**config.mk**
```make
export PLATFORM = sky130hd
export DESIGN_NAME = ili_cell
export DESIGN_NICKNAME = d
export VERILOG_FILES = /design/src/rtl/ili_pkg.sv /design/src/rtl/ili_cell.sv
export SDC_FILE = /design/constraint.sdc
export NUM_CORES = 1
export LEC_CHECK = 0
export ABC_AREA = 1
export BUFFER_PORTS_ARGS = -buffer_cell sky130_fd_sc_hd__buf_2
export CELL_PAD_IN_SITES_DETAIL_PLACEMENT = 0
export CELL_PAD_IN_SITES_GLOBAL_PLACEMENT = 1
export CORE_ASPECT_RATIO = 0.6
export CORE_MARGIN = 2
export CORE_UTILIZATION = 26
export CTS_CLUSTER_SIZE = 16
export DETAILED_ROUTE_END_ITERATION = 12
export GPL_TIMING_DRIVEN = 0
export PLACE_DENSITY = 0.81
export REMOVE_ABC_BUFFERS = 1
export SYNTH_ARGS = -nofsm -noshare
export SYNTH_HDL_FRONTEND = slang
export SYNTH_SLANG_ARGS = --single-unit
```
**constraint.sdc**
```tcl
create_clock -name clk -period 2.5 [get_ports clk]
set_input_delay 0 -clock clk [delete_from_list [all_inputs] [get_ports clk]]
set_output_delay 0 -clock clk [all_outputs]
set_load 0.02 [all_outputs]
```
**src/rtl/ili_pkg.sv**
```systemverilog
// ----------------------------------------------------------------------------
// ili_pkg
// Shared types and codes for the indexed list block: request and status
// codes, payload structs and the control word broadcast to every cell.
// ----------------------------------------------------------------------------
package ili_pkg;

  localparam int unsigned ValueW = 32;
  localparam int unsigned PosW   = 8;
  localparam int unsigned CountW = 8;

  typedef enum logic [1:0] {
    REQ_INSERT = 2'd0,
    REQ_DELETE = 2'd1,
    REQ_SEARCH = 2'd2
  } req_type_t;

  typedef enum logic [1:0] {
    ST_OK      = 2'd0,
    ST_BAD_POS = 2'd1,
    ST_FULL    = 2'd2
  } status_t;

  typedef enum logic [1:0] {
    CELL_HOLD   = 2'd0,
    CELL_INSERT = 2'd1,
    CELL_DELETE = 2'd2
  } cell_op_t;

  typedef struct packed {
    logic [1:0]               req_type;
    logic signed [ValueW-1:0] item_value;
    logic [PosW-1:0]          position;
  } in_item_t;

  typedef struct packed {
    logic [1:0]        status;
    logic              found;
    logic [CountW-1:0] count;
  } out_item_t;

  // Control word broadcast to the row of cells
  typedef struct packed {
    logic     load;    // an item is accepted this cycle
    cell_op_t op;      // shift action of the row
    logic     search;  // capture the compare result
  } cell_ctrl_t;

endpackage

```
**src/rtl/ili_cell.sv**
```systemverilog
// ----------------------------------------------------------------------------
// ili_cell
// One list slot: holds an entry, takes it from the lower neighbor on insert
// or from the upper neighbor on delete, and registers its search match.
// ----------------------------------------------------------------------------
module ili_cell #(
  parameter int unsigned IDX = 0,
  parameter int unsigned CW  = 8
) (
  input  logic                      clk,
  input  ili_pkg::cell_ctrl_t       ctrl,
  input  logic [CW-1:0]             pos,
  input  logic [CW-1:0]             cnt,
  input  logic [ili_pkg::ValueW-1:0] value,
  input  logic [ili_pkg::ValueW-1:0] prev_entry,
  input  logic [ili_pkg::ValueW-1:0] next_entry,
  output logic [ili_pkg::ValueW-1:0] entry,
  output logic                      match
);

  localparam logic [CW:0] MyIdx = (CW+1)'(IDX);

  logic [ili_pkg::ValueW-1:0] entry_r, entry_nxt;
  logic                       match_r, match_nxt;
  logic [CW:0]                pos_x, cnt_x;

  assign pos_x = {1'b0, pos};
  assign cnt_x = {1'b0, cnt};

  always_comb begin
    entry_nxt = entry_r;
    match_nxt = match_r;
    if (ctrl.load) begin
      match_nxt = ctrl.search && (MyIdx < cnt_x) && (entry_r == value);
      unique case (ctrl.op)
        ili_pkg::CELL_INSERT: begin
          if (MyIdx == pos_x) begin
            entry_nxt = value;
          end else if (MyIdx > pos_x && MyIdx <= cnt_x) begin
            entry_nxt = prev_entry;
          end
        end
        ili_pkg::CELL_DELETE: begin
          if (MyIdx >= pos_x && (MyIdx + 1'b1) < cnt_x) begin
            entry_nxt = next_entry;
          end
        end
        default: begin
          entry_nxt = entry_r;
        end
      endcase
    end
  end

  always_ff @(posedge clk) begin
    entry_r <= entry_nxt;
    match_r <= match_nxt;
  end

  assign entry = entry_r;
  assign match = match_r;

endmodule

```
==> metrics.md <==
| Metric | Value |
|---|---|
| Status | completed |
| Layout Nets | 613 |
| TritonCTS clock tree | yes |
| Crit path cell chain | buf_2 -> inv_1 -> ha_2 -> clkinvlp_4 -> a21oi_1 -> nor2_4 -> buf_16 |
| Critical Path RT | 2.53 ns |
| Commonest non-fill, non-tap cell in the layout | buf_2 |
| Initial Util | 26.7% |
| Footprint of the multi-input gates | 0.00120 mm^2 |
| Period utilization | 93.4% |
| Cells after Synth | ~340 |
| Relative slew margins | between 30% and 40% |
| Element type at the critical path end | flop |
| Height of the die | between 70 and 80 um |
| Final clock skew | about 0.0060 ns |
| Critical Path Fanout Max | 34 |
| CTS buffer count | 5 |
| Yosys cell types | 20 |
| I/O Pins | 150 |
| Leak | ~0.0018 uW |
| Switch Pwr | roughly 500 uW |
| Antenna cells | 0 |
| Final setup vio count | 0 |
| Clock Latency Late Sink | 0.28 ns |
| Final Core Density | 38.1% |
| Antenna violations before repair | 0 |
| Detail Route Antenna Nets | 0 |
| Initial DRC Count | 86 |
| Main combinational cell family by area after synthesis | simple AND/OR/NAND/NOR gates |
| Pwr dens | just under 500 mW/mm^2 |
| Critical path arrival | between 2 and 2.5 ns |
| Fmax | 0.428 GHz |
| Synth Area in Simple Gates | 26.6% |
| Switching fraction of total power | 29.5% |
| Hpwl dp | between 5 and 6 mm |
| Post-Place Cells | ~610 |
| Total global-route track usage | between 10% and 20% |
| Grt total ovfl | 0 |
| Capturing point of the worst reg2reg path | match$_DFFE_PP_ |
| Nature of the critical path startpoint | input port |
| RePlAce Congestion | around 0.73 |
| Worst ir drop on vdd | ~190 uV |
| Final hold slack | about 0.032 ns |
| Post-route minimum period | ~2.3 ns |
| Min-Delay Path Class | in -> reg |
| Worst R2R Path Depth | 7 |
| WL final | roughly 8.6 mm |
| Clock Root Buffer | clkbuf_16 |
| DRC | 0 |
| Reg2Reg Setup Slack | around 1.3 ns |
| Internal power | 1200 uW |
| Longest Clk Path Bufs | 2 |
| Setup crit start | ctrl[1] |
| Vias in the first global route | approximately 2600 |
| 1st-pass router iterations | 4 |
| DIE WIDTH | about 130 um |
| Area of placed instances | 0.00328 mm^2 |
| RSZ-0062 raised after global routing | false |
| Critical path's slowest cell | ha_2 |
| Register area | ~990 um^2 |
| Fin cells | between 600 and 700 |
| Synth Cell Area | 0.00244 mm^2 |
| Clk slew on worst S/H paths | about 0.060 ns |
| Die area | just over 0.01 mm^2 |
| Via count | roughly 2700 |
| Max-slew violations | 0 |
| Setup TNS | 0 ns |
| Mux cell area share after synthesis | 0% |
| Clock sinks | 33 |
| Fillcell total | just over 1000 |
| First-pass GRT wire length | between 10 and 15 mm |
| Number of vias per cell | between 4 and 5 |
| Slowest cell delay on critical path | between 0.7 and 0.8 ns |
| Max Cap Viol | 0 |
| Adder-Cell Fraction of Synth Area | between 1 and 1.5% |
| Post-Synth XOR/XNOR Area | ~2.9% |
| Most frequent cells in the layout | buf_2 (149), nand2_1 (98), nor2_1 (62) |
| Max H-tree Level | 2 |
| I/O Buffers | around 150 |
| Ys Warns | 0 |
| Placeable Area | about 0.009 mm^2 |
| Syn Area/Cell | 7.14 um^2 |
| Synth Area in Compound Gates | 17.8% |
| Hold Vio Cnt, Final | 0 |
| Largest net degree at the start of global routing | 35 |
| Kind of critical path | in -> reg |
| Share of cells above drive strength 1 | a little under two fifths |
| Area growth, synth to finish | 42.8% |
| Sequential-to-total area share from yosys stat | about two fifths |
| Final Instance Area | approximately 0.0035 mm^2 |
| Seq pwr share | about two fifths |
| Logic pwr share | between 20% and 30% |
| Origin of the critical flop-to-flop path | entry[5]$_DFFE_PP_ |
| CP endpoint | entry[1]$_DFFE_PP_ |
| Least-Margin Pin Slew | 1.02 ns |
| Clock network power share | around a third |
| Row count | 27 |
| Synthesized flop and latch total | 33 |
| Wire per inst | 13.7 um |
## area by class of cell
class,instances,area share [%]
repair buffers,156,23.5
well taps,130,4.67
multi-input cells,252,34.3
inverters,45,4.95
repair inverters,1,0.144
clock inverters,3,0.359
flip-flops and latches,33,28.4
clock buffers,5,3.59
## registers in the layout (all words and copies together), names as in the netlist
register / flops
entry: 32
match: 1
## routing by layer
layer  track usage [%]  part of all wire (%)  up-vias
li1                  -                     -     1390
met1              22.3                    49     1164
met2              27.4                    43      112
met3              4.65                   7.8        5
met4              3.04                  0.51        0
met5                 0                     0        -
## worst max-delay path: cells and delay by family
| kind | cells | cell delay (ns) |
|---|---|---|
| adders and majority gates | 1 | 0.72 |
| buffers and inverters | 4 | 1.06 |
| AOI/OAI and AO/OA | 1 | 0.40 |
| and+or+nand+nor | 1 | 0.18 |
## what timing repair did
| action | in CTS | in global routing |
|---|---|---|
| hold endpoints to repair | 1 | 0 |
| gates cloned | 2 | 0 |
| endpoints found under the setup margin | 64 | 18 |
| hold buffers | 1 | 0 |
| resized for setup | 2 | 0 |
| buffers inserted | 0 | 5 |
| pin swaps | 1 | 1 |
## worst min path at each step
stage | endpoint | cells past startpoint | start | slack (ns)
CTS | entry[27]$_DFFE_PP_ | 3 | next_entry[27] | 0.02
global route | entry[27]$_DFFE_PP_ | 3 | next_entry[27] | 0.03
floorplan | match$_DFFE_PP_ | 0 | ctrl[3] | 0.11
global placement | match$_DFFE_PP_ | 1 | ctrl[3] | 0.22
finish | entry[27]$_DFFE_PP_ | 3 | next_entry[27] | 0.03
detailed placement | match$_DFFE_PP_ | 1 | ctrl[3] | 0.22
## cell families after synthesis
family / count (synthesis)
XOR/XNOR: 8
AND/OR/NAND/NOR: 168
flip-flops: 33
adder cells (fa/ha/maj): 2
AO/OA/AOI/OAI: 73
buffers and inverters: 58
## cells in the mapped netlist
| cell type | instances | area share, % |
|---|---|---|
| buf_2 | 6 | 1.2 |
| nand2_1 | 98 | 15 |
| inv_1 | 44 | 6.8 |
| nand3b_1 | 1 | 0.31 |
| nor3_1 | 1 | 0.20 |
| edfxtp_1 | 33 | 41 |
| a21oi_1 | 47 | 9.6 |
| buf_6 | 6 | 2.8 |
| o211ai_1 | 1 | 0.31 |
| nand4_1 | 1 | 0.26 |
| nand3_1 | 3 | 0.61 |
| xnor2_1 | 3 | 1.1 |
| xor2_1 | 5 | 1.8 |
| o21ai_0 | 7 | 1.4 |
| ha_1 | 2 | 1.0 |
| nor2_4 | 1 | 0.46 |
| clkbuf_1 | 1 | 0.15 |
| a21oi_2 | 18 | 6.5 |
| inv_2 | 1 | 0.15 |
| nor2_1 | 63 | 9.7 |
## metrics by stage
step / worst slack, ns / power [uW]
2_1_floorplan: -0.480 / 917
3_3_place_gp: -2.19 / 1100
3_5_place_dp: -0.902 / 1120
4_1_cts: 0.0598 / 1740
5_1_grt: 0.0448 / 1810
6_report: 0.164 / 1700
## power groups by stage
stage               logic [uW]  registers [uW]  clock network, uW
floorplan                  164             753                  0
global placement           398             703                  0
detailed placement         413             704                  0
CTS                        421             693                621
global route               463             699                645
finish                     415             693                595
(Power assumes the default switching activity.)
